==> config.mk <==
export PLATFORM = sky130hd
export DESIGN_NAME = time_of_day_accumulator
export DESIGN_NICKNAME = d
export VERILOG_FILES = /design/src/rtl/tda_pkg.sv /design/src/rtl/tda_prep.sv /design/src/rtl/tda_state.sv /design/src/rtl/tda_format.sv /design/src/rtl/time_of_day_accumulator.sv
export SDC_FILE = /design/constraint.sdc
export NUM_CORES = 2
export LEC_CHECK = 0
export BUFFER_PORTS_ARGS = -buffer_cell sky130_fd_sc_hd__buf_2
export CAP_MARGIN = 20
export CORE_ASPECT_RATIO = 0.6
export CORE_MARGIN = 10
export CORE_UTILIZATION = 35
export CTS_CLUSTER_DIAMETER = 150
export CTS_CLUSTER_SIZE = 24
export DETAILED_ROUTE_END_ITERATION = 7
export HOLD_SLACK_MARGIN = 0.05
export PLACE_DENSITY = 0.49
export SLEW_MARGIN = 15
export SYNTH_ARGS = -nofsm -noshare
export SYNTH_HDL_FRONTEND = slang
export SYNTH_SLANG_ARGS = --single-unit
==> constraint.sdc <==
create_clock -name clk_i -period 23.8 [get_ports clk_i]
set_input_delay 1.19 -clock clk_i [delete_from_list [all_inputs] [get_ports clk_i]]
set_output_delay 1.19 -clock clk_i [all_outputs]
set_load 0.005 [all_outputs]
==> src/rtl/tda_pkg.sv <==
package tda_pkg;

  localparam int unsigned SecsW = 17;
  localparam int unsigned NanosW = 30;

  localparam logic [NanosW-1:0] NS_PER_SEC = 30'd1000000000;
  localparam logic [SecsW-1:0] SECS_PER_DAY = 17'd86400;
  localparam logic [SecsW:0] SECS_PER_TWO_DAYS = 18'd172800;
  localparam logic [11:0] SECS_PER_HOUR = 12'd3600;
  localparam logic [5:0] SECS_PER_MIN = 6'd60;

  // load range limits
  localparam logic [4:0] HOUR_WRAP = 5'd24;
  localparam logic [5:0] MINUTE_LIMIT = 6'd60;
  localparam logic [5:0] SECOND_LIMIT = 6'd61;

  // Multiple of one day above 2^31 + 2; biases the seconds delta non-negative.
  localparam logic signed [33:0] DAY_BIAS = 34'sd2147558400;

  // 86400 = 675 * 128: reduce the upper bits mod 675, keep the low 7 bits.
  localparam int unsigned DayLowW = 7;
  localparam logic [9:0] DAY_ODD = 10'd675;
  localparam logic [26:0] RECIP_675 = 27'd101806633;
  localparam int unsigned Recip675Sh = 36;

  localparam logic [18:0] RECIP_3600 = 19'd298262;
  localparam int unsigned Recip3600Sh = 30;
  localparam logic [12:0] RECIP_60 = 13'd4370;
  localparam int unsigned Recip60Sh = 18;

  typedef enum logic [1:0] {
    CMD_LOAD = 2'd0,
    CMD_ADD  = 2'd1,
    CMD_SUB  = 2'd2,
    CMD_NOP  = 2'd3
  } cmd_e;

  // range flags: bit 0 hour, 1 minute, 2 second, 3 nanosecond
  typedef struct packed {
    cmd_e              cmd;
    logic [SecsW-1:0]  load_secs;
    logic [3:0]        load_bad;
    logic [SecsW-1:0]  delta_secs;   // delta seconds mod one day
    logic [NanosW-1:0] nanos;        // load nanoseconds or delta nanos mod 1e9
  } upd_t;

  typedef struct packed {
    logic [SecsW-1:0]  day_secs;
    logic [NanosW-1:0] nanos;
    logic              error;
    logic [3:0]        bad;
  } snap_t;

  typedef struct packed {
    logic [4:0]        hour;
    logic [5:0]        minute;
    logic [5:0]        sec;
    logic [NanosW-1:0] nanos;
    logic              error;
    logic [3:0]        bad;
  } res_t;

endpackage

==> src/rtl/tda_prep.sv <==
module tda_prep (
  input  logic              clk_i,
  input  logic              rst_ni,
  input  logic              in_valid_i,
  output logic              in_ready_o,
  input  tda_pkg::cmd_e     cmd_i,
  input  logic [4:0]        load_hour_i,
  input  logic [5:0]        load_minute_i,
  input  logic [5:0]        load_second_i,
  input  logic [29:0]       load_nanosecond_i,
  input  logic [31:0]       delta_secs_i,
  input  logic [30:0]       delta_nanos_i,
  output logic              upd_valid_o,
  input  logic              upd_ready_i,
  output tda_pkg::upd_t     upd_o
);
  import tda_pkg::*;

  logic v0_q, v1_q, v2_q, v3_q;
  logic rdy0, rdy1, rdy2, rdy3;

  // stage 0: input register
  cmd_e        cmd0_q;
  logic [4:0]  hour0_q;
  logic [5:0]  min0_q;
  logic [5:0]  sec0_q;
  logic [29:0] ns0_q;
  logic [31:0] dsec0_q;
  logic [30:0] dns0_q;

  // stage 1: signed deltas folded to non-negative values
  cmd_e               cmd1_q;
  logic [SecsW-1:0]   lsecs1_q;
  logic [3:0]         lbad1_q;
  logic [25:0]        x1_q;
  logic [DayLowW-1:0] lo1_q;
  logic [29:0]        rn1_q;

  // stage 2: quotient by 675
  cmd_e               cmd2_q;
  logic [SecsW-1:0]   lsecs2_q;
  logic [3:0]         lbad2_q;
  logic [16:0]        quo2_q;
  logic [25:0]        x2_q;
  logic [DayLowW-1:0] lo2_q;
  logic [29:0]        rn2_q;

  upd_t upd3_q;

  assign rdy3 = !v3_q || upd_ready_i;
  assign rdy2 = !v2_q || rdy3;
  assign rdy1 = !v1_q || rdy2;
  assign rdy0 = !v0_q || rdy1;
  assign in_ready_o = rdy0;
  assign upd_valid_o = v3_q;
  assign upd_o = upd3_q;

  always_ff @(posedge clk_i or negedge rst_ni) begin
    if (!rst_ni) begin
      v0_q <= 1'b0;
      v1_q <= 1'b0;
      v2_q <= 1'b0;
      v3_q <= 1'b0;
    end else begin
      if (rdy0) v0_q <= in_valid_i;
      if (rdy1) v1_q <= v0_q;
      if (rdy2) v2_q <= v1_q;
      if (rdy3) v3_q <= v2_q;
    end
  end

  // stage 1 logic
  logic               is_sub;
  logic signed [31:0] dn_s, dn_e;
  logic signed [32:0] dn_w, rn_w;
  logic signed [2:0]  carry_s;
  logic signed [33:0] ds_s, ds_e, bias_sum;
  logic [4:0]         hour_eff;
  logic [SecsW-1:0]   load_secs;
  logic [3:0]         load_bad;

  always_comb begin
    is_sub = (cmd0_q == CMD_SUB);
    dn_s = 32'(signed'(dns0_q));
    dn_e = is_sub ? -dn_s : dn_s;
    dn_w = 33'(dn_e);
    // floor division of the nanosecond delta by one second
    if (dn_w >= 33'sd1000000000) begin
      carry_s = 3'sd1;
      rn_w = dn_w - 33'sd1000000000;
    end else if (dn_w >= 33'sd0) begin
      carry_s = 3'sd0;
      rn_w = dn_w;
    end else if (dn_w >= -33'sd1000000000) begin
      carry_s = -3'sd1;
      rn_w = dn_w + 33'sd1000000000;
    end else begin
      carry_s = -3'sd2;
      rn_w = dn_w + 33'sd2000000000;
    end
    ds_s = 34'(signed'(dsec0_q));
    ds_e = is_sub ? -ds_s : ds_s;
    bias_sum = ds_e + 34'(carry_s) + DAY_BIAS;

    hour_eff = (hour0_q == HOUR_WRAP) ? 5'd0 : hour0_q;
    load_bad[0] = hour0_q > HOUR_WRAP;
    load_bad[1] = min0_q >= MINUTE_LIMIT;
    load_bad[2] = sec0_q >= SECOND_LIMIT;
    load_bad[3] = ns0_q >= NS_PER_SEC;
    load_secs = SecsW'(sec0_q) + SecsW'(min0_q) * SecsW'(SECS_PER_MIN)
              + SecsW'(hour_eff) * SecsW'(SECS_PER_HOUR);
  end

  // stage 2 and 3 logic
  logic [52:0] quo_prod;
  logic [26:0] odd_prod;
  logic [25:0] odd_rem;

  always_comb begin
    quo_prod = 53'(x1_q) * 53'(RECIP_675);
    odd_prod = 27'(quo2_q) * 27'(DAY_ODD);
    odd_rem = x2_q - odd_prod[25:0];
  end

  always_ff @(posedge clk_i) begin
    if (rdy0) begin
      cmd0_q  <= cmd_i;
      hour0_q <= load_hour_i;
      min0_q  <= load_minute_i;
      sec0_q  <= load_second_i;
      ns0_q   <= load_nanosecond_i;
      dsec0_q <= delta_secs_i;
      dns0_q  <= delta_nanos_i;
    end
    if (rdy1) begin
      cmd1_q   <= cmd0_q;
      lsecs1_q <= load_secs;
      lbad1_q  <= load_bad;
      x1_q     <= bias_sum[32:DayLowW];
      lo1_q    <= bias_sum[DayLowW-1:0];
      rn1_q    <= (cmd0_q == CMD_LOAD) ? ns0_q : rn_w[29:0];
    end
    if (rdy2) begin
      cmd2_q   <= cmd1_q;
      lsecs2_q <= lsecs1_q;
      lbad2_q  <= lbad1_q;
      quo2_q   <= quo_prod[52:Recip675Sh];
      x2_q     <= x1_q;
      lo2_q    <= lo1_q;
      rn2_q    <= rn1_q;
    end
    if (rdy3) begin
      upd3_q.cmd        <= cmd2_q;
      upd3_q.load_secs  <= lsecs2_q;
      upd3_q.load_bad   <= lbad2_q;
      upd3_q.delta_secs <= {odd_rem[9:0], lo2_q};
      upd3_q.nanos      <= rn2_q;
    end
  end

endmodule

==> src/rtl/tda_state.sv <==
module tda_state (
  input  logic            clk_i,
  input  logic            rst_ni,
  input  logic            upd_valid_i,
  output logic            upd_ready_o,
  input  tda_pkg::upd_t   upd_i,
  output logic            snap_valid_o,
  input  logic            snap_ready_i,
  output tda_pkg::snap_t  snap_o
);
  import tda_pkg::*;

  logic              vs_q;
  logic [SecsW-1:0]  day_secs_q, day_secs_d;
  logic [NanosW-1:0] nanos_q, nanos_d;
  logic              error_q, error_d;
  logic [3:0]        bad_q, bad_d;
  logic              take;

  logic [NanosW:0]   ns_sum;
  logic              ns_carry;
  logic [SecsW:0]    sec_sum;

  assign upd_ready_o = !vs_q || snap_ready_i;
  assign take = upd_valid_i && upd_ready_o;

  always_comb begin
    ns_sum = (NanosW+1)'(nanos_q) + (NanosW+1)'(upd_i.nanos);
    ns_carry = ns_sum >= (NanosW+1)'(NS_PER_SEC);
    sec_sum = (SecsW+1)'(day_secs_q) + (SecsW+1)'(upd_i.delta_secs)
            + (SecsW+1)'(ns_carry);

    day_secs_d = day_secs_q;
    nanos_d = nanos_q;
    error_d = error_q;
    bad_d = bad_q;
    case (upd_i.cmd)
      CMD_LOAD: begin
        bad_d = upd_i.load_bad;
        error_d = |upd_i.load_bad;
        day_secs_d = error_d ? '0 : upd_i.load_secs;
        nanos_d = error_d ? '0 : upd_i.nanos;
      end
      CMD_ADD, CMD_SUB: begin
        // hold everything while a failed load is latched
        if (!error_q) begin
          nanos_d = ns_carry ? NanosW'(ns_sum - (NanosW+1)'(NS_PER_SEC))
                             : ns_sum[NanosW-1:0];
          if (sec_sum >= SECS_PER_TWO_DAYS) begin
            day_secs_d = SecsW'(sec_sum - SECS_PER_TWO_DAYS);
          end else if (sec_sum >= (SecsW+1)'(SECS_PER_DAY)) begin
            day_secs_d = SecsW'(sec_sum - (SecsW+1)'(SECS_PER_DAY));
          end else begin
            day_secs_d = sec_sum[SecsW-1:0];
          end
        end
      end
      default: ;
    endcase
  end

  always_ff @(posedge clk_i or negedge rst_ni) begin
    if (!rst_ni) begin
      vs_q       <= 1'b0;
      day_secs_q <= '0;
      nanos_q    <= '0;
      error_q    <= 1'b0;
      bad_q      <= '0;
    end else begin
      if (upd_ready_o) vs_q <= upd_valid_i;
      if (take) begin
        day_secs_q <= day_secs_d;
        nanos_q    <= nanos_d;
        error_q    <= error_d;
        bad_q      <= bad_d;
      end
    end
  end

  assign snap_valid_o = vs_q;
  assign snap_o = '{day_secs: day_secs_q, nanos: nanos_q, error: error_q, bad: bad_q};

`ifndef ASSERT_OFF
  a_day_range: assert property (@(posedge clk_i) disable iff (!rst_ni)
    day_secs_q <= SECS_PER_DAY)
    else $error("day seconds beyond one day");

  a_nanos_range: assert property (@(posedge clk_i) disable iff (!rst_ni)
    nanos_q < NS_PER_SEC)
    else $error("nanoseconds not below one second");

  a_error_flags: assert property (@(posedge clk_i) disable iff (!rst_ni)
    error_q == (|bad_q))
    else $error("error flag disagrees with range flags");

  a_error_clear_time: assert property (@(posedge clk_i) disable iff (!rst_ni)
    error_q |-> (day_secs_q == '0 && nanos_q == '0))
    else $error("time not cleared while in error");

  a_error_hold: assert property (@(posedge clk_i) disable iff (!rst_ni)
    (take && error_q && upd_i.cmd != CMD_LOAD) |=>
      ($stable(day_secs_q) && $stable(nanos_q) && $stable(bad_q)))
    else $error("delta applied while in error");
`endif

endmodule

==> src/rtl/tda_format.sv <==
module tda_format (
  input  logic            clk_i,
  input  logic            rst_ni,
  input  logic            snap_valid_i,
  output logic            snap_ready_o,
  input  tda_pkg::snap_t  snap_i,
  output logic            res_valid_o,
  input  logic            res_ready_i,
  output tda_pkg::res_t   res_o
);
  import tda_pkg::*;

  logic v1_q, v2_q, v3_q, v4_q;
  logic rdy1, rdy2, rdy3, rdy4;

  snap_t       s1_q, s2_q, s3_q;
  logic [4:0]  hour1_q, hour2_q, hour3_q;
  logic [11:0] rh2_q, rh3_q;
  logic [5:0]  min3_q;
  res_t        res4_q;

  assign rdy4 = !v4_q || res_ready_i;
  assign rdy3 = !v3_q || rdy4;
  assign rdy2 = !v2_q || rdy3;
  assign rdy1 = !v1_q || rdy2;
  assign snap_ready_o = rdy1;
  assign res_valid_o = v4_q;
  assign res_o = res4_q;

  always_ff @(posedge clk_i or negedge rst_ni) begin
    if (!rst_ni) begin
      v1_q <= 1'b0;
      v2_q <= 1'b0;
      v3_q <= 1'b0;
      v4_q <= 1'b0;
    end else begin
      if (rdy1) v1_q <= snap_valid_i;
      if (rdy2) v2_q <= v1_q;
      if (rdy3) v3_q <= v2_q;
      if (rdy4) v4_q <= v3_q;
    end
  end

  logic [35:0]      hour_prod;
  logic [SecsW-1:0] hour_secs;
  logic [SecsW-1:0] rh_full;
  logic [24:0]      min_prod;
  logic [11:0]      min_secs;
  logic [11:0]      sec_full;

  always_comb begin
    hour_prod = 36'(snap_i.day_secs) * 36'(RECIP_3600);
    hour_secs = SecsW'(hour1_q) * SecsW'(SECS_PER_HOUR);
    rh_full = s1_q.day_secs - hour_secs;
    min_prod = 25'(rh2_q) * 25'(RECIP_60);
    // minute * 60 as (minute << 6) - (minute << 2)
    min_secs = (12'(min3_q) << 6) - (12'(min3_q) << 2);
    sec_full = rh3_q - min_secs;
  end

  always_ff @(posedge clk_i) begin
    if (rdy1) begin
      s1_q    <= snap_i;
      hour1_q <= hour_prod[Recip3600Sh+4:Recip3600Sh];
    end
    if (rdy2) begin
      s2_q    <= s1_q;
      hour2_q <= hour1_q;
      rh2_q   <= rh_full[11:0];
    end
    if (rdy3) begin
      s3_q    <= s2_q;
      hour3_q <= hour2_q;
      rh3_q   <= rh2_q;
      min3_q  <= min_prod[Recip60Sh+5:Recip60Sh];
    end
    if (rdy4) begin
      res4_q.hour   <= hour3_q;
      res4_q.minute <= min3_q;
      res4_q.sec    <= sec_full[5:0];
      res4_q.nanos  <= s3_q.nanos;
      res4_q.error  <= s3_q.error;
      res4_q.bad    <= s3_q.bad;
    end
  end

endmodule

==> src/rtl/time_of_day_accumulator.sv <==
// Channel   Dir  Handshake                    Payload
// s_axis    in   s_axis_tvalid/s_axis_tready  tuser command, tdata load fields and delta
// m_axis    out  m_axis_tvalid/m_axis_tready  tdata time of day and range flags
//
// One item per clock sustained while m_axis_tready stays high; the time state is updated
// from a delta that was already reduced mod one day and mod one second upstream.
// From input transfer to result valid, four stages reduce the delta, one updates the
// time state, and four split seconds into hour, minute, second.
// Reset clears the time, the flags and all stage valids; no clearing pass.
// A stall on m_axis fills the bubbles first, then holds s_axis_tready low.
module time_of_day_accumulator (
  input  logic         clk_i,
  input  logic         rst_ni,
  input  logic         s_axis_tvalid,
  output logic         s_axis_tready,
  // [4:0] load_hour, [10:5] load_minute, [16:11] load_second,
  // [46:17] load_nanosecond, [78:47] delta_secs, [109:79] delta_nanos, [111:110] zero
  input  logic [111:0] s_axis_tdata,
  // [1:0] command
  input  logic [1:0]   s_axis_tuser,
  output logic         m_axis_tvalid,
  input  logic         m_axis_tready,
  // [4:0] hour, [10:5] minute, [16:11] sec, [46:17] nanosecond, [47] error,
  // [48] hour_bad, [49] minute_bad, [50] second_bad, [51] nanosecond_bad, [55:52] zero
  output logic [55:0]  m_axis_tdata
);
  import tda_pkg::*;

  logic  upd_valid, upd_ready;
  upd_t  upd;
  logic  snap_valid, snap_ready;
  snap_t snap;
  res_t  res;

  tda_prep u_prep (
    .clk_i             (clk_i),
    .rst_ni            (rst_ni),
    .in_valid_i        (s_axis_tvalid),
    .in_ready_o        (s_axis_tready),
    .cmd_i             (cmd_e'(s_axis_tuser)),
    .load_hour_i       (s_axis_tdata[4:0]),
    .load_minute_i     (s_axis_tdata[10:5]),
    .load_second_i     (s_axis_tdata[16:11]),
    .load_nanosecond_i (s_axis_tdata[46:17]),
    .delta_secs_i      (s_axis_tdata[78:47]),
    .delta_nanos_i     (s_axis_tdata[109:79]),
    .upd_valid_o       (upd_valid),
    .upd_ready_i       (upd_ready),
    .upd_o             (upd)
  );

  tda_state u_state (
    .clk_i        (clk_i),
    .rst_ni       (rst_ni),
    .upd_valid_i  (upd_valid),
    .upd_ready_o  (upd_ready),
    .upd_i        (upd),
    .snap_valid_o (snap_valid),
    .snap_ready_i (snap_ready),
    .snap_o       (snap)
  );

  tda_format u_format (
    .clk_i        (clk_i),
    .rst_ni       (rst_ni),
    .snap_valid_i (snap_valid),
    .snap_ready_o (snap_ready),
    .snap_i       (snap),
    .res_valid_o  (m_axis_tvalid),
    .res_ready_i  (m_axis_tready),
    .res_o        (res)
  );

  assign m_axis_tdata = {4'd0, res.bad[3], res.bad[2], res.bad[1], res.bad[0], res.error,
                         res.nanos, res.sec, res.minute, res.hour};

endmodule
# After elaboration in Yosys (flattened, before gate mapping)

Cells that the tools add are included.

Register bits after elaboration: 624
Output and inout bits: 58
Logic and storage cells: 146

Muxes and demuxes: 19
Add/subtract/negate cells: 19
Magnitude comparators: 10
Eq/ne operators: 5
Reductions and logical operators: 26
$mul: 7

Operators with widths:

| operator                 | number |
|---|---|
| $mux W30                 | 7 |
| $mux W17                 | 4 |
| $ge A32 B31 Y1 const B   | 2 |
| $pmux W30 S2             | 1 |
| $mul A26 B27 Y53 const B | 1 |
| $mul A17 B18 Y34 const B | 1 |
| $pmux W17 S2             | 1 |
| $add A33 B3 Y33          | 1 |
| $add A33 B33 Y33 const B | 1 |
| $mux W33                 | 1 |
| $neg A32 Y33             | 1 |
| $ge A32 B1 Y1 const B    | 1 |
| $mux W32                 | 1 |
| $neg A31 Y32             | 1 |
| $add A30 B30 Y31         | 1 |
| $ge A31 B30 Y1 const B   | 1 |
| $add A30 B28 Y30 const B | 1 |
| $add A30 B29 Y30 const B | 1 |
| $ge A30 B30 Y1 const B   | 1 |
| $sub A30 B28 Y30 const B | 1 |
| $sub A30 B30 Y30 const B | 1 |
| $mul A12 B12 Y23 const B | 1 |
| $add A17 B17 Y18         | 1 |
| $add A18 B1 Y18          | 1 |
| 32 further kinds         | 52 |

# Longest topological paths before layout

Word-level depth: 10
Depth in mapped cells: 33
Mapped depth without buffers: 33

# Modules after synthesis

Synthesis repeated with hierarchy kept, for this count alone.

Cells, all modules: 4172
Area, all modules: 47337.9 um^2

Modules (own cells, without submodules):

| module                  | cells an instance | area each (um^2) | seq. area each (um^2) | times used |
|---|---|---|---|---|
| tda_prep                | 2515              | 28668.7          | 10550.1               | 1 |
| tda_format              | 903               | 12694.7          | 6346.1                | 1 |
| tda_state               | 749               | 5940.7           | 1326.3                | 1 |
| time_of_day_accumulator | 5                 | 33.8             | 0.0                   | 1 |

# Least setup slack after synthesis

OpenSTA, ideal clock, no wires.

Path kind: input port to flip-flop
From: input m_axis_tready
To: register u_prep.cmd0_q[0] (enable)
Cell stages on the path: 6
Library setup time: 1.310 ns
Arrival: 6.638 ns
Setup slack: 15.851 ns
Buffers on the path: 0
Path through: nor2b_1 -> and2_1 -> and3_1 -> nand3_1 -> nor2_1 -> nand3_1

Longest elaborated chain between the ends: 9

RTL lines:

| element                | RTL line                      | RTL |
|---|---|---|
| start: declaration     | time_of_day_accumulator.sv:22 | `input logic m_axis_tready,` |
| $logic_or A1 B1 Y1     | tda_format.sv:22              | `assign rdy4 = !v4_q \|\| res_ready_i;` |
| $logic_or A1 B1 Y1     | tda_format.sv:23              | `assign rdy3 = !v3_q \|\| rdy4;` |
| $logic_or A1 B1 Y1     | tda_format.sv:24              | `assign rdy2 = !v2_q \|\| rdy3;` |
| $logic_or A1 B1 Y1     | tda_format.sv:25              | `assign rdy1 = !v1_q \|\| rdy2;` |
| $logic_or A1 B1 Y1     | tda_state.sv:24               | `assign upd_ready_o = !vs_q \|\| snap_ready_i;` |
| $logic_or A1 B1 Y1     | tda_prep.sv:50                | `assign rdy3 = !v3_q \|\| upd_ready_i;` |
| via u_prep.rdy3        | tda_prep.sv:20                | `logic rdy0, rdy1, rdy2, rdy3;` |
| $logic_or A1 B1 Y1     | tda_prep.sv:51                | `assign rdy2 = !v2_q \|\| rdy3;` |
| $logic_or A1 B1 Y1     | tda_prep.sv:52                | `assign rdy1 = !v1_q \|\| rdy2;` |
| $logic_or A1 B1 Y1     | tda_prep.sv:53                | `assign rdy0 = !v0_q \|\| rdy1;` |
| via s_axis_tready      | time_of_day_accumulator.sv:15 | `output logic s_axis_tready,` |
| end signal: assignment | tda_prep.sv:127               | `cmd0_q <= cmd_i;` |
| end: declaration       | tda_prep.sv:23                | `cmd_e cmd0_q;` |

The timed path passes the listed nets, and every way through them passes these cells.
A chain may end at the register's enable or synchronous reset.

# Final worst setup path

From: register u_prep.upd3_q, in the netlist u_prep.upd_o[0]
To: register u_state.day_secs_q[10]

Longest elaborated chain between the ends: 8
Elaborated cells between the ends (all ways): 11
Classes of those cells: add/sub (4); order compare (3); mux (4)

RTL lines:

| element                                                   | RTL line                         | RTL |
|---|---|---|
| start: declaration                                        | tda_prep.sv:48                   | `upd_t upd3_q;` |
| $add A30 B30 Y31 *                                        | tda_state.sv:28                  | `ns_sum = (NanosW+1)'(nanos_q) + (NanosW+1)'(upd_i.nanos);` |
| $ge A31 B30 Y1 *                                          | tda_state.sv:29                  | `ns_carry = ns_sum >= (NanosW+1)'(NS_PER_SEC);` |
| $add A18 B1 Y18 *                                         | tda_state.sv:31                  | `+ (SecsW+1)'(ns_carry);` |
| $sub A17 B17 Y17 / $ge A18 B17 Y1 (equally long branches) | tda_state.sv:52, tda_state.sv:51 |  |
| $mux W17                                                  | tda_state.sv:51                  | `end else if (sec_sum >= (SecsW+1)'(SECS_PER_DAY)) begin` |
| $mux W17 *                                                | tda_state.sv:49                  | `if (sec_sum >= SECS_PER_TWO_DAYS) begin` |
| $mux W17 *                                                | tda_state.sv:46                  | `if (!error_q) begin` |
| $pmux W17 S2 *                                            | tda_state.sv:37                  | `case (upd_i.cmd)` |
| end signal: assignment                                    | tda_state.sv:72                  | `day_secs_q <= day_secs_d;` |
| end: declaration                                          | tda_state.sv:14                  | `logic [SecsW-1:0] day_secs_q, day_secs_d;` |

Every way passes the cells marked *; elsewhere a longest branch is shown, timed or not. The select of a mux whose other input is x is not followed.

==> reports/results.ini <==
[route]
dr.pass1.iters = 5
vias = 30630
via_per_inst = 5.083
drc = 0
drt_iter0_drc = 2336
routed_wirelength_um = 124500
ant_nets = 0
routedWlPerCell_um = 20.66

[clocking]
postCtsSetupBuffers = 0
cts-root-buf = clkbuf_16
ctsHoldBuffers = 0
numClockSinks = 617
path_clk_slew_ns = 0.11
cts_buffers = 29
cts_resized = 0
worstSkewPairLatency_ns = 0.68
clockBufferDepth = 3
cts_tree = yes
cts-htree-levels = 1

[synth]
yosysSeqAreaShare_pct = 39.07
synth_cell_types = 94
yosysTopAreaCellShare_pct = 35.80
synth_ff_type = edfxtp_1
ys_ff_latch = 617
yosys_warnings = 0
yosysMostFrequentCell = ha_1
synth.cell_area_um2 = 46640
synth_area_leaders = edfxtp_1 (36%), ha_1 (18%), fa_1 (13%), inv_1 (4.6%), dfrtp_1 (3.3%)
synth_edf_count = 556
synthCells = 4065
async_reset_ff_share_pct = 9.887
syn_area_per_cell_um2 = 11.47
yosys.area.top_type = edfxtp_1
synth_common_cells = ha_1 (674), inv_1 (567), edfxtp_1 (556)

[sta]
worst_slew_pin_slew_ns = 1.070
finClkSkew_ns = 0.06106
rsz0062_at_grt = false
fmax_ghz = 0.1055
maxSlewViolCount = 0
setup_tns_ns = 0
slew_headroom_pct = 28.67
min_period_ns = 9.476
hold_ws_ns = 0.4148
timing.final.crit_share_pct = 39.81
setup_viol = 0
finalHoldViolCount = 0

[cells_and_area]
nets = 5301
final_core_util_pct = 38.32
drive_gt1_share_pct = 7.667
final_cell_area_um2 = 50580
area_growth_pct = 8.437
multi_input_area_um2 = 25920
ff_latch_area_um2 = 18220
fillers = 12850

[floorplan]
core_um2 = 132000
rows = 103
initial_core_util_pct = 35.34
die_w_um = 491.3
ios = 176
die_h_um = 302.8
die_area_um2 = 148700

[critical_path]
path_common_cell = o21ai_0
slowest_delay_ns = 0.65
end_kind = flop
critPathMaxFanout = 7
required_ns = 24.38
slowest_stage = a221oi_1
path_delay_family = compound AO/OA/AOI/OAI gates
arrival_ns = 10.06
crit_buf_inv = 0
crit_path_start_kind = flop
path_class = reg -> reg

[global_route]
overflow = 0
antenna_found_initial = 3
grt_pass1_vias = 29980
grt_max_degree = 81
grt_pass1_wl_um = 190000
track_usage_pct = 16.44

[status]
run_status = complete, no violations

[place]
place_congestion = 0.8891
dp_hpwl_um = 99700
port_buffers = 169
placed_area_um2 = 49700

[hold_path]
hold_class = reg -> reg

[job]
cap_violations = 0

[worst register-to-register path: cells and delay by family (launching register included)]
family	cells	cell delay (ns)
compound gates	15	4.74
xor+xnor	2	0.80
fa+ha+maj	5	1.74
flops	1	0.52
simple gates	8	1.57
[kinds of logic after synthesis]
| family | synth area share (%) |
|---|---|
| buffers and inverters | 5.553 |
| xor gates and xnor gates | 4.453 |
| DFF | 39.07 |
| AOI/OAI and AO/OA | 11.42 |
| other | 0.008040 |
| muxes | 0.7833 |
| and+or+nand+nor | 8.056 |
| adders and majority gates | 30.66 |
[state kept, by name (all words and copies together), names as in the netlist, 10 cells and up]
| register | flops |
|---|---|
| u_prep.x1_q | 26 |
| u_prep.rn2_q | 30 |
| u_prep.lsecs2_q | 17 |
| u_prep.quo2_q | 10 |
| u_state.nanos_q | 30 |
| u_prep.dsec0_q | 32 |
| u_format.rh2_q | 12 |
| u_prep.ns0_q | 30 |
| u_state.day_secs_q | 17 |
| u_format.s3_q | 35 |
| u_prep.dns0_q | 31 |
| u_format.res_o | 52 |
| u_prep.lsecs1_q | 17 |
| u_prep.rn1_q | 30 |
| u_format.s1_q | 47 |
| u_prep.x2_q | 10 |
| u_prep.upd_o | 70 |
| u_format.s2_q | 35 |
[placed cells by master, fill, tap and decap left out, drive strengths merged, types with 25 or more instances in the layout]
cell type,Yosys,layout
buf,31,217
nor2,183,183
nand3,58,58
nand4,30,30
and3,49,49
fa,293,293
nor4,26,26
nor3,60,60
o211ai,31,31
inv,568,568
edfxtp,556,556
a211oi,36,36
o21ai,155,155
o22ai,26,26
nor2b,29,29
a31oi,42,42
ha,674,674
o21bai,25,25
dfrtp,61,61
a21oi,233,233
o21a,42,42
xor2,80,80
clkbuf,69,52
a21o,66,66
nand2,141,141
xnor2,155,155
nand2b,35,35
[metrics by stage]
step | setup WS (ns) | instances
detailed placement | 14.55 | 5968
floorplan | 15.85 | 4068
global route | 13.62 | 6025
CTS | 14.44 | 6022
finish | 14.32 | 6025
global placement | 14.59 | 5968
[final timing paths]
path                                          start  cells after the start                     end  slack [ns]
worst max-delay path                u_prep.upd_o[0]                     30  u_state.day_secs_q[10]       14.32
worst min-delay path            u_prep.lsecs2_q[15]                      0        u_prep.upd_o[66]        0.41
worst max register to register      u_prep.upd_o[0]                     30  u_state.day_secs_q[10]       14.32
worst min register to register  u_prep.lsecs2_q[15]                      0        u_prep.upd_o[66]        0.41
max in group asynchronous                    rst_ni                      2   u_state.day_secs_q[8]       22.48
min in group asynchronous                    rst_ni                      2     u_state.nanos_q[23]        0.71
[area by class of cell]
cell class,instances,share of cell area [%]
clock buffer,52,1.606
tap,1785,4.416
timing repair buffer,217,2.439
antenna,1,0.004948
multi-input combinational,2783,51.25
sequential,617,36.03
clock inverter,2,0.03463
inverter,568,4.218
[per-layer routing]
layer  routed length, um  vias up  track usage (%)
met4                1371        2            1.825
met3                9317       67            3.878
met5                 145        -           0.6980
met2               45640      756            21.32
met1               67990    15020            27.34
li1                    -    14780                -
Power is left out: the tool's default activity adds up to more than one toggle a clock period on the data nets, which glitch-free logic cannot reach.
